## src/rtl/ipv4c_pkg.sv

```systemverilog
// Shared types, constants and helpers for the IPv4 dotted-decimal text classifier.
package ipv4c_pkg;

    // Longest accepted address string, in characters (legal range 7 to 15)
    localparam int MAX_LEN = 15;

    localparam int CHAR_W   = 8;
    localparam int CLASS_W  = 3;
    localparam int ADDR_W   = 32;
    localparam int OCTET_W  = 10;
    localparam int CCOUNT_W = 5;

    // Upper bounds of the classful ranges, first octet
    localparam logic [7:0] CLASS_A_TOP = 8'd127;
    localparam logic [7:0] CLASS_B_TOP = 8'd191;
    localparam logic [7:0] CLASS_C_TOP = 8'd223;
    localparam logic [7:0] CLASS_D_TOP = 8'd239;
    localparam logic [9:0] OCTET_MAX   = 10'd255;

    localparam logic [CLASS_W-1:0] CLASS_A = 3'd0;
    localparam logic [CLASS_W-1:0] CLASS_B = 3'd1;
    localparam logic [CLASS_W-1:0] CLASS_C = 3'd2;
    localparam logic [CLASS_W-1:0] CLASS_D = 3'd3;
    localparam logic [CLASS_W-1:0] CLASS_E = 3'd4;

    typedef enum logic [1:0] {
        KIND_DIGIT,
        KIND_DOT,
        KIND_OTHER
    } char_kind_t;

    typedef struct packed {
        char_kind_t  kind;
        logic [3:0]  digit;
    } char_info_t;

    typedef struct packed {
        logic                 valid_res;
        logic [CLASS_W-1:0]   ip_class;
        logic [ADDR_W-1:0]    address;
    } parse_result_t;

    function automatic logic [CLASS_W-1:0] class_of(input logic [7:0] first);
        logic [CLASS_W-1:0] cls;
        if (first <= CLASS_A_TOP) cls = CLASS_A;
        else if (first <= CLASS_B_TOP) cls = CLASS_B;
        else if (first <= CLASS_C_TOP) cls = CLASS_C;
        else if (first <= CLASS_D_TOP) cls = CLASS_D;
        else cls = CLASS_E;
        return cls;
    endfunction

endpackage

```

## src/rtl/ipv4c_char_decode.sv

```systemverilog
// Character decoder: sorts one ASCII byte into digit, dot or other.
module ipv4c_char_decode (
    input  logic [ipv4c_pkg::CHAR_W-1:0] character,
    output ipv4c_pkg::char_info_t        info
);
    import ipv4c_pkg::*;

    logic [CHAR_W-1:0] offset;

    assign offset = character - CHAR_W'("0");

    always_comb
    begin
        info.digit = offset[3:0];
        if (character == CHAR_W'(".")) begin
            info.kind = KIND_DOT;
        end
        else if (character >= CHAR_W'("0") && character <= CHAR_W'("9")) begin
            info.kind = KIND_DIGIT;
        end
        else begin
            info.kind = KIND_OTHER;
        end
    end

endmodule

```

## src/rtl/ipv4c_octet_parser.sv

```systemverilog
// Running parse state for one address string and the end-of-string verdict.
module ipv4c_octet_parser (
    input  logic                     clk,
    input  logic                     rst_n,
    input  logic                     step,
    input  ipv4c_pkg::char_info_t    info,
    input  logic                     last,
    output ipv4c_pkg::parse_result_t result
);
    import ipv4c_pkg::*;

    logic [1:0]          octet_index_reg, octet_index_next, octet_index_work;
    logic [1:0]          digit_count_reg, digit_count_next, digit_count_work;
    logic [OCTET_W-1:0]  octet_value_reg, octet_value_next, octet_value_work;
    logic [23:0]         address_so_far_reg, address_so_far_next, address_so_far_work;
    logic [CCOUNT_W-1:0] char_count_reg, char_count_next, char_count_work;
    logic                bad_flag_reg, bad_flag_next, bad_flag_work;
    logic [OCTET_W-1:0]  times_ten;
    logic [ADDR_W-1:0]   full_addr;
    logic                ok;

    // value*10 as two shifts; value is at most 99 here, so no overflow
    assign times_ten = OCTET_W'({octet_value_reg, 3'b000}) + OCTET_W'({octet_value_reg, 1'b0});

    always_comb
    begin
        octet_index_work    = octet_index_reg;
        digit_count_work    = digit_count_reg;
        octet_value_work    = octet_value_reg;
        address_so_far_work = address_so_far_reg;
        char_count_work     = char_count_reg;
        bad_flag_work       = bad_flag_reg;

        if (char_count_reg != '1) begin
            char_count_work = char_count_reg + CCOUNT_W'(1);
        end
        if (char_count_work > CCOUNT_W'(MAX_LEN)) begin
            bad_flag_work = 1'b1;
        end

        case (info.kind)
            KIND_DOT:
            begin
                if (digit_count_reg == 2'd0 || octet_value_reg > OCTET_MAX ||
                    octet_index_reg == 2'd3) begin
                    bad_flag_work = 1'b1;
                end
                if (octet_index_reg != 2'd3) begin
                    address_so_far_work = {address_so_far_reg[15:0], octet_value_reg[7:0]};
                    octet_index_work    = octet_index_reg + 2'd1;
                end
                digit_count_work = 2'd0;
                octet_value_work = '0;
            end
            KIND_DIGIT:
            begin
                if (digit_count_reg == 2'd3) begin
                    bad_flag_work = 1'b1;
                end
                else begin
                    octet_value_work = times_ten + OCTET_W'(info.digit);
                    digit_count_work = digit_count_reg + 2'd1;
                end
            end
            default:
            begin
                bad_flag_work = 1'b1;
            end
        endcase
    end

    assign full_addr = {address_so_far_work, octet_value_work[7:0]};
    assign ok = !bad_flag_work && octet_index_work == 2'd3 && digit_count_work != 2'd0 &&
                octet_value_work <= OCTET_MAX;

    always_comb
    begin
        result.valid_res = ok;
        result.ip_class  = ok ? class_of(full_addr[31:24]) : CLASS_A;
        result.address   = ok ? full_addr : '0;
    end

    // Clear everything after the final character of a string
    always_comb
    begin
        octet_index_next    = octet_index_reg;
        digit_count_next    = digit_count_reg;
        octet_value_next    = octet_value_reg;
        address_so_far_next = address_so_far_reg;
        char_count_next     = char_count_reg;
        bad_flag_next       = bad_flag_reg;
        if (step) begin
            if (last) begin
                octet_index_next    = '0;
                digit_count_next    = '0;
                octet_value_next    = '0;
                address_so_far_next = '0;
                char_count_next     = '0;
                bad_flag_next       = 1'b0;
            end
            else begin
                octet_index_next    = octet_index_work;
                digit_count_next    = digit_count_work;
                octet_value_next    = octet_value_work;
                address_so_far_next = address_so_far_work;
                char_count_next     = char_count_work;
                bad_flag_next       = bad_flag_work;
            end
        end
    end

    always_ff @(posedge clk or negedge rst_n)
    begin
        if (!rst_n) begin
            octet_index_reg    <= '0;
            digit_count_reg    <= '0;
            octet_value_reg    <= '0;
            address_so_far_reg <= '0;
            char_count_reg     <= '0;
            bad_flag_reg       <= 1'b0;
        end
        else begin
            octet_index_reg    <= octet_index_next;
            digit_count_reg    <= digit_count_next;
            octet_value_reg    <= octet_value_next;
            address_so_far_reg <= address_so_far_next;
            char_count_reg     <= char_count_next;
            bad_flag_reg       <= bad_flag_next;
        end
    end

endmodule

```

## src/rtl/ipv4_dotted_text_classifier_unit.sv

```systemverilog
// Top level: IPv4 dotted-decimal text parser and classful classifier.
// Order: a taken character waits in the input register stage until the result
//   register has room, then is parsed; a last character's verdict is registered.
// Throughput: one character per cycle while the result channel is not stalled.
// Reset (rst_n, async, active low) clears the parse state and both valid flags.
module ipv4_dotted_text_classifier_unit (
    input  logic                                clk,
    input  logic                                rst_n,
    // character channel
    input  logic                                char_valid,
    output logic                                char_stall,
    input  logic [ipv4c_pkg::CHAR_W-1:0]        character,
    input  logic                                last,
    // result channel
    output logic                                result_valid,
    input  logic                                result_stall,
    output logic                                valid_res,
    output logic [ipv4c_pkg::CLASS_W-1:0]       ip_class,
    output logic [ipv4c_pkg::ADDR_W-1:0]        address
);
    import ipv4c_pkg::*;

    // Input register stage
    logic                  s1_valid_reg, s1_valid_next;
    logic [CHAR_W-1:0]     s1_char_reg;
    logic                  s1_last_reg;

    // Result register stage
    logic                  res_valid_reg, res_valid_next;
    parse_result_t         res_reg;

    char_info_t            info;
    parse_result_t         verdict;
    logic                  out_free;
    logic                  step;
    logic                  char_take;

    // The result register can take a new transaction when empty or draining now
    assign out_free   = !res_valid_reg || !result_stall;
    // Parse the held character; every character waits for room so that a
    // last character never has to overwrite an unsent result
    assign step       = s1_valid_reg && out_free;
    assign char_stall = s1_valid_reg && !out_free;
    assign char_take  = char_valid && !char_stall;

    ipv4c_char_decode u_decode (
        .character (s1_char_reg),
        .info      (info)
    );

    ipv4c_octet_parser u_parser (
        .clk    (clk),
        .rst_n  (rst_n),
        .step   (step),
        .info   (info),
        .last   (s1_last_reg),
        .result (verdict)
    );

    always_comb
    begin
        s1_valid_next = s1_valid_reg;
        if (char_take) begin
            s1_valid_next = 1'b1;
        end
        else if (step) begin
            s1_valid_next = 1'b0;
        end

        res_valid_next = res_valid_reg;
        if (step && s1_last_reg) begin
            res_valid_next = 1'b1;
        end
        else if (res_valid_reg && !result_stall) begin
            res_valid_next = 1'b0;
        end
    end

    always_ff @(posedge clk or negedge rst_n)
    begin
        if (!rst_n) begin
            s1_valid_reg  <= 1'b0;
            res_valid_reg <= 1'b0;
        end
        else begin
            s1_valid_reg  <= s1_valid_next;
            res_valid_reg <= res_valid_next;
        end
    end

    // Payload registers, no reset needed
    always_ff @(posedge clk)
    begin
        if (char_take) begin
            s1_char_reg <= character;
            s1_last_reg <= last;
        end
        if (step && s1_last_reg) begin
            res_reg <= verdict;
        end
    end

    assign result_valid = res_valid_reg;
    assign valid_res    = res_reg.valid_res;
    assign ip_class     = res_reg.ip_class;
    assign address      = res_reg.address;

`ifndef ASSERT_OFF
    // A rejected string carries a zero class and a zero address
    a_invalid_zero: assert property (@(posedge clk) disable iff (!rst_n)
        result_valid && !valid_res |-> ip_class == CLASS_A && address == '0)
        else $error("invalid result with nonzero class or address");

    // Class always agrees with the first octet of a good address
    a_class_match: assert property (@(posedge clk) disable iff (!rst_n)
        result_valid && valid_res |-> ip_class == class_of(address[31:24]))
        else $error("class does not match first octet");

    // Parsing a last character always produces a result transaction
    a_last_emits: assert property (@(posedge clk) disable iff (!rst_n)
        step && s1_last_reg |=> result_valid)
        else $error("last character did not produce a result");

    // Stall only when a character is held and the output cannot move
    a_stall_cause: assert property (@(posedge clk) disable iff (!rst_n)
        char_stall |-> s1_valid_reg && result_valid && result_stall)
        else $error("character stall without a blocked result");
`endif

endmodule
```

## config.mk

```make
export PLATFORM = sky130hd
export DESIGN_NAME = ipv4_dotted_text_classifier_unit
export DESIGN_NICKNAME = d
export VERILOG_FILES = /design/src/rtl/ipv4c_pkg.sv /design/src/rtl/ipv4c_char_decode.sv /design/src/rtl/ipv4c_octet_parser.sv /design/src/rtl/ipv4_dotted_text_classifier_unit.sv
export SDC_FILE = /design/constraint.sdc
export NUM_CORES = 1
export LEC_CHECK = 0
export BUFFER_PORTS_ARGS = -buffer_cell sky130_fd_sc_hd__buf_2
export CAP_MARGIN = 20
export CORE_UTILIZATION = 30
export DETAILED_ROUTE_END_ITERATION = 12
export HOLD_SLACK_MARGIN = 0.02
export PLACE_DENSITY = 0.44
export SLEW_MARGIN = 40
export SYNTH_ARGS = -nofsm -noshare
export SYNTH_HDL_FRONTEND = slang
export SYNTH_SLANG_ARGS = --single-unit
```

## constraint.sdc

```tcl
create_clock -name clk -period 3.01 [get_ports clk]
set_input_delay 0.1505 -clock clk [delete_from_list [all_inputs] [get_ports clk]]
set_output_delay 0.1505 -clock clk [all_outputs]
set_load 0.02 [all_outputs]
```

=== Yosys cells after proc, flatten, opt, wreduce, memory -nomap -nowiden ===
Index checks and enable logic that the tools add are counted.

* Memories kept: 0
* Bits in read-only memories: 0
* Register bits: 91
* Bits in latches: 0
* Word-level logic and storage cells: 91
* Bits in writable memories: 0
* Bits of input ports: 13
* Output and inout bits: 38

* $add $sub $neg: 6
* Bitwise logic cells: 1
* Magnitude comparators: 9
* Shifts and indexed selects: 0
* Reduce and logical (&&, ||, !) cells: 25
* Multiply operators: 0
* Muxes and demuxes: 28
* Div/mod/pow operators: 0
* Eq/ne operators: 7

{| class="wikitable"
|+ Operator list
! operator !! count
|-
| 24-bit two-way mux || 3
|-
| 8-bit less-or-equal comparator (second input constant) || 3
|-
| 10-bit two-way mux || 2
|-
| 10-bit one-hot mux with 2 select lines || 1
|-
| 2-bit two-way mux || 8
|-
| 10-bit adder || 1
|-
| 10-bit by 4-bit adder with 10-bit output || 1
|-
| 10-bit by 8-bit greater-than comparator with 1-bit output (second input constant) || 1
|-
| 10-bit by 8-bit less-or-equal comparator with 1-bit output (second input constant) || 1
|-
| 5-bit two-way mux || 2
|-
| 1-bit logical AND || 9
|-
| 1-bit two-way mux || 9
|-
| 8-bit by 6-bit equality test with 1-bit output (second input constant) || 1
|-
| 8-bit by 6-bit greater-or-equal comparator with 1-bit output (second input constant) || 1
|-
| 8-bit by 6-bit less-or-equal comparator with 1-bit output (second input constant) || 1
|-
| 8-bit by 7-bit less-or-equal comparator with 1-bit output (second input constant) || 1
|-
| 2-bit equality test (second input constant) || 3
|-
| 2-bit nonzero test || 3
|-
| 5-bit by 1-bit adder with 5-bit output (second input constant) || 1
|-
| 5-bit by 4-bit greater-than comparator with 1-bit output (second input constant) || 1
|-
| 1-bit zero test || 5
|-
| 5-bit inequality test (second input constant) || 1
|-
| 2-bit by 1-bit adder with 2-bit output (second input constant) || 2
|-
| 2-bit zero test || 2
|-
| 11 further kinds || 13
|}

=== Longest topological paths before layout ===
* Word-level depth: 12
* Depth in mapped cells: 10
* Mapped depth without buffers: 9

=== Cells and area by module ===
Synthesis repeated with hierarchy kept, for this count alone.

* Cell total of the unflattened synthesis: 410
* Area total of the unflattened synthesis: 4895.9 sq um

{| class="wikitable"
|+ By module, submodules not included
! module !! cells each !! area each (sq um) !! instances !! sequential area each (sq um)
|-
| ipv4c_octet_parser || 342 || 3370.7 || 1 || 1101.1
|-
| ipv4_dotted_text_classifier_unit || 56 || 1450.1 || 1 || 1401.3
|-
| ipv4c_char_decode || 12 || 75.1 || 1 || 0.0
|}

=== Worst setup path after synthesis ===
Ideal clock, no wire load.

* Path type: register to register
* Start point: reg u_parser.octet_value_reg[0]
* End point: reg res_reg (netlist bit ip_class[1]), data pin
* Data arrival time: 2550 ps
* Slack: 291 ps
* Data required time: 2841 ps
* Clock period less this slack: 2719 ps
* Path buffers: 0
* Setup time: 169 ps
* Cell stages (with the launch flop): 9
* Cell sequence: dfrtp_1 inv_1 fa_1 fa_1 nor2b_4 o31ai_1 a311oi_4 o2111ai_4 nor4b_2

* Word-level cells in the longest chain between the ends: 11
* Elaborated cells between the ends (all ways): 16
* Those cells by class: add/sub (2); order compare (2); mux (4); bitwise (1); reduce/logical (7)

{| class="wikitable"
|+ RTL lines
! item !! line !! RTL
|-
| start, declared || ipv4c_octet_parser.sv:14 || <nowiki>logic [OCTET_W-1:0] octet_value_reg, octet_value_next, octet_value_work;</nowiki>
|-
| start signal, assigned || ipv4c_octet_parser.sv:125 || <nowiki>octet_value_reg <= octet_value_next;</nowiki>
|-
| branches (longest 8 deep; another with 10-bit adder) || n/a ||
|-
| 1-bit logical AND * || ipv4c_octet_parser.sv:73 || <nowiki>assign ok = !bad_flag_work && octet_index_work == 2'd3 && digit_count_work != 2'd0 &&</nowiki>
|-
| 1-bit NOT (no line) * || n/a ||
|-
| 3-bit OR reduction (no line) * || n/a ||
|-
| end signal, assigned || ipv4_dotted_text_classifier_unit.sv:99 || <nowiki>res_reg <= verdict;</nowiki>
|-
| end, declared || ipv4_dotted_text_classifier_unit.sv:30 || <nowiki>parse_result_t res_reg;</nowiki>
|}

Mark *: on every way between the ends.
A chain may end at the register's enable or synchronous reset.

=== Final worst setup path ===
* Start point: reg u_parser.octet_value_reg[2]
* End point: reg res_reg (netlist bit address[30]), data pin

* Word-level cells in the longest chain between the ends: 9
* Elaborated cells between the ends (all ways): 14
* Those cells by class: add/sub (2); order compare (2); mux (4); reduce/logical (6)

{| class="wikitable"
|+ RTL lines
! item !! line
|-
| branches (longest 8 deep; another with 10-bit adder) || n/a
|-
| 1-bit logical AND * || ipv4c_octet_parser.sv:73
|}

Marks and branches as above.

==> summary.md <==
• run status: complete, no violations
• sequential share of the synthesized area: 53.86%
• Post-synth ARST share: 50.55%
• placed wire-length estimate after detailed placement: 7735 um
• layout overhead on the synthesized area: 21.79%
• Data required, critical path: 3100 ps
• buffers plus inverters on the worst setup path: 4
• detailed-routing iteration count for the pre-antenna-repair pass: 4
• vias post-DR: 3434
• area of the mapped netlist: 4646 um2
• Die X: 126.4 um
• utilization of the core after routing: 37.36%
• effective utilization at floorplan: 30.67%
• number of hold violations in the final report: 0
• number of antenna violations at the first check in global routing: 0
• type of destination of the critical path: flop
• type of origin of the critical path: flop
• final critical path time including I/O delays and setup: 2865 ps
• cell family contributing the most delay on the critical path: adder cells
• final wirelength: 11450 um
• cell with the largest stage delay on the worst path: sky130_fd_sc_hd__fa_1
• crit path cell chain: inv_1 -> fa_1 -> inv_1 -> ha_1 -> nand3_2 -> a211o_1 -> and3_1 -> o2111ai_4 -> buf_12 -> buf_12 -> nor2_1
• Final nets: 526
• synthesized area per cell: 10.93 um2
• RD Place Congestion: 0.8091
• max-slew violation count: 0
• pin count of the biggest net entering global routing: 39
• buffers added on ports: 50
• Peak VDD IR: 0.3107 mV
• total congestion overflow: 0
• number of failing setup endpoints in the final timing report: 0
• net count after synthesis: 455
• final cycle utilization of the critical path: 95.19%
• Static Leak: 2.263 nW
• floorplan die area: 15990 um2
• pwr/cell area: 726.0 nW/um2
• All-Layer GR Usage: 15.42%
• clock slew at the register clock pins of the worst setup and hold paths: 70 ps
• DR iter-0 viols: 204
• fraction of final layout cells sized beyond drive strength 1: 25.55%
• transition time at the pin with the least slew margin: 743.8 ps
• register bit total from synthesis: 91
• post-DR wirelength/cell: 16.62 um
• Largest register FFs: 32
• DRC viols: 0
• first-pass GRT wire length: 18650 um
• clock sink total: 91
• CORE AREA: 15150 um2
• top flip-flop cell by instance count after synthesis: sky130_fd_sc_hd__dfrtp_1
• fmax: 349.0 MHz
• clock skew after layout: 7.080 ps
• Synth warnings: 0
• row count: 45
• Antenna diodes: 0
• Die H: 126.4 um
• worst path arrival time: 2950 ps
• count of flip-flops with a built-in enable after synthesis: 45
• Critical Setup Path Class: flop to flop
• Unique masters post-synth: 62
• CTS tree: done
• maximum fanout count along the critical path: 8
• slew margin rel.: 50.29%
• number of buffers added by the clock tree synthesis step: 9
• number of buffers on the longest clock path: 2
• setup repair after global routing missed its margin: no
• max-cap violation count: 0
• commonest cells after routing, fill and taps aside: sky130_fd_sc_hd__nand2_1, sky130_fd_sc_hd__buf_2, sky130_fd_sc_hd__dfrtp_1
• Crit path largest cell delay: 590 ps
• post-synthesis instance total: 425
• clock latency on the worst-skew pair: 350 ps
• Total Neg Setup Slack: 0 ps
• number of global-route vias before repair: 3446
• I/O pin count: 51
• number of levels in the clock H-tree: 3
• master cell of the clock root buffer: sky130_fd_sc_hd__clkbuf_16
• Hold/Removal Path Class: primary input to flop
• leading cell type in the layout, fill and taps excluded: sky130_fd_sc_hd__nand2_1
• count of nets left with antenna violations after detail routing: 0
• vias per std cell: 4.984
Yosys cell counts, drive strengths merged, types with 3 or more instances:
| master | instances | area share (%) |
|---|---|---|
| ha | 15 | 4.0 |
| and3 | 6 | 0.81 |
| a22o | 7 | 1.3 |
| buf | 10 | 1.5 |
| edfxtp | 45 | 29 |
| o21ai | 28 | 3.0 |
| a21oi | 43 | 6.6 |
| nand2b | 4 | 0.54 |
| o221ai | 3 | 0.57 |
| a22oi | 5 | 0.81 |
| inv | 12 | 0.97 |
| nor3 | 3 | 0.57 |
| a21o | 3 | 0.48 |
| nor2b | 4 | 0.70 |
| clkbuf | 11 | 0.89 |
| a31oi | 3 | 0.40 |
| nor2 | 19 | 1.8 |
| a21boi | 16 | 2.6 |
| o22ai | 3 | 0.40 |
| dfrtp | 46 | 25 |
| nand2 | 90 | 7.3 |
| and2 | 4 | 0.54 |
| nand3 | 6 | 0.75 |
tightest hold or removal path, stage by stage:
cell and delay (ps):
sky130_fd_sc_hd__buf_2 90, sky130_fd_sc_hd__nand2_1 70, sky130_fd_sc_hd__nand2_1 60
timing repair:
item                                    CTS  global route
setup buffers                             0             3
hold endpoints to repair                 40             0
resized for setup                         0             4
hold buffers                             11             0
endpoints found under the setup margin    0             2
worst paths after layout:
path                                                        startpoint                                     endpoint  slack, ps  cells after the start
hold reg to reg            u_parser.address_so_far_reg[23]$_DFFE_PN0P_  u_parser.address_so_far_reg[23]$_DFFE_PN0P_        480                      2
max in group asynchronous                                        rst_n  u_parser.address_so_far_reg[22]$_DFFE_PN0P_       2080                      3
hold / removal                                            result_stall                     result_valid$_DFFE_PN0P_         50                      3
min in group asynchronous                                        rst_n  u_parser.address_so_far_reg[23]$_DFFE_PN0P_        290                      2
setup / recovery               u_parser.octet_value_reg[2]$_DFFE_PN0P_                    address[30]$_SDFFCE_PP0P_        140                     11
setup reg to reg               u_parser.octet_value_reg[2]$_DFFE_PN0P_                    address[30]$_SDFFCE_PP0P_        140                     11
cell type report:
type                       count  area, um2
clock buffer                  11      242.7
inverter                      12      45.04
timing repair buffer          81      563.0
multi-input combinational    301       2009
clock inverter                 5      60.06
tap                          188      235.2
fill                        1488       9488
sequential                    91       2502
through the flow:
| step | cell area [um2] | hold WS (ps) | setup WS (ps) | std cells | total power (W) |
|---|---|---|---|---|---|
| global placement | 5187 | 276.6 | 115.2 | 659 | 0.002906 |
| detailed placement | 5187 | 278.1 | 24.70 | 659 | 0.002920 |
| global route | 5658 | 67.14 | 13.17 | 689 | 0.004359 |
| CTS | 5600 | 38.88 | 6.646 | 686 | 0.004109 |
| floorplan | 4646 | -145.1 | 291.4 | 425 | 0.002556 |
| finish | 5658 | 49.36 | 144.7 | 689 | 0.004108 |
where the power goes:
group,internal [W],switching (W),total [W]
Combinational,0.000525,0.000695,0.00122
Sequential,0.00150,0.000214,0.00171
Clock,0.000670,0.000504,0.00117
Total,0.00270,0.00141,0.00411
per-layer routing:
layer,track usage [%],vias up,share of wire [%]
li1,-,1685,-
met1,21.32,1684,51
met2,23.46,52,44
met3,2.784,13,3.1
met4,7.158,0,2.1
met5,0,-,0
cells by family after synthesis:
family | share of synthesized area, %
buffers and inverters | 3.313
multiplexers | 0.4309
flip-flops | 53.86
AO/OA/AOI/OAI | 21.09
XOR/XNOR | 0.5657
adder cells (fa/ha/maj) | 4.902
AND/OR/NAND/NOR | 15.84
Note: power is estimated with default switching activity, not from simulation.
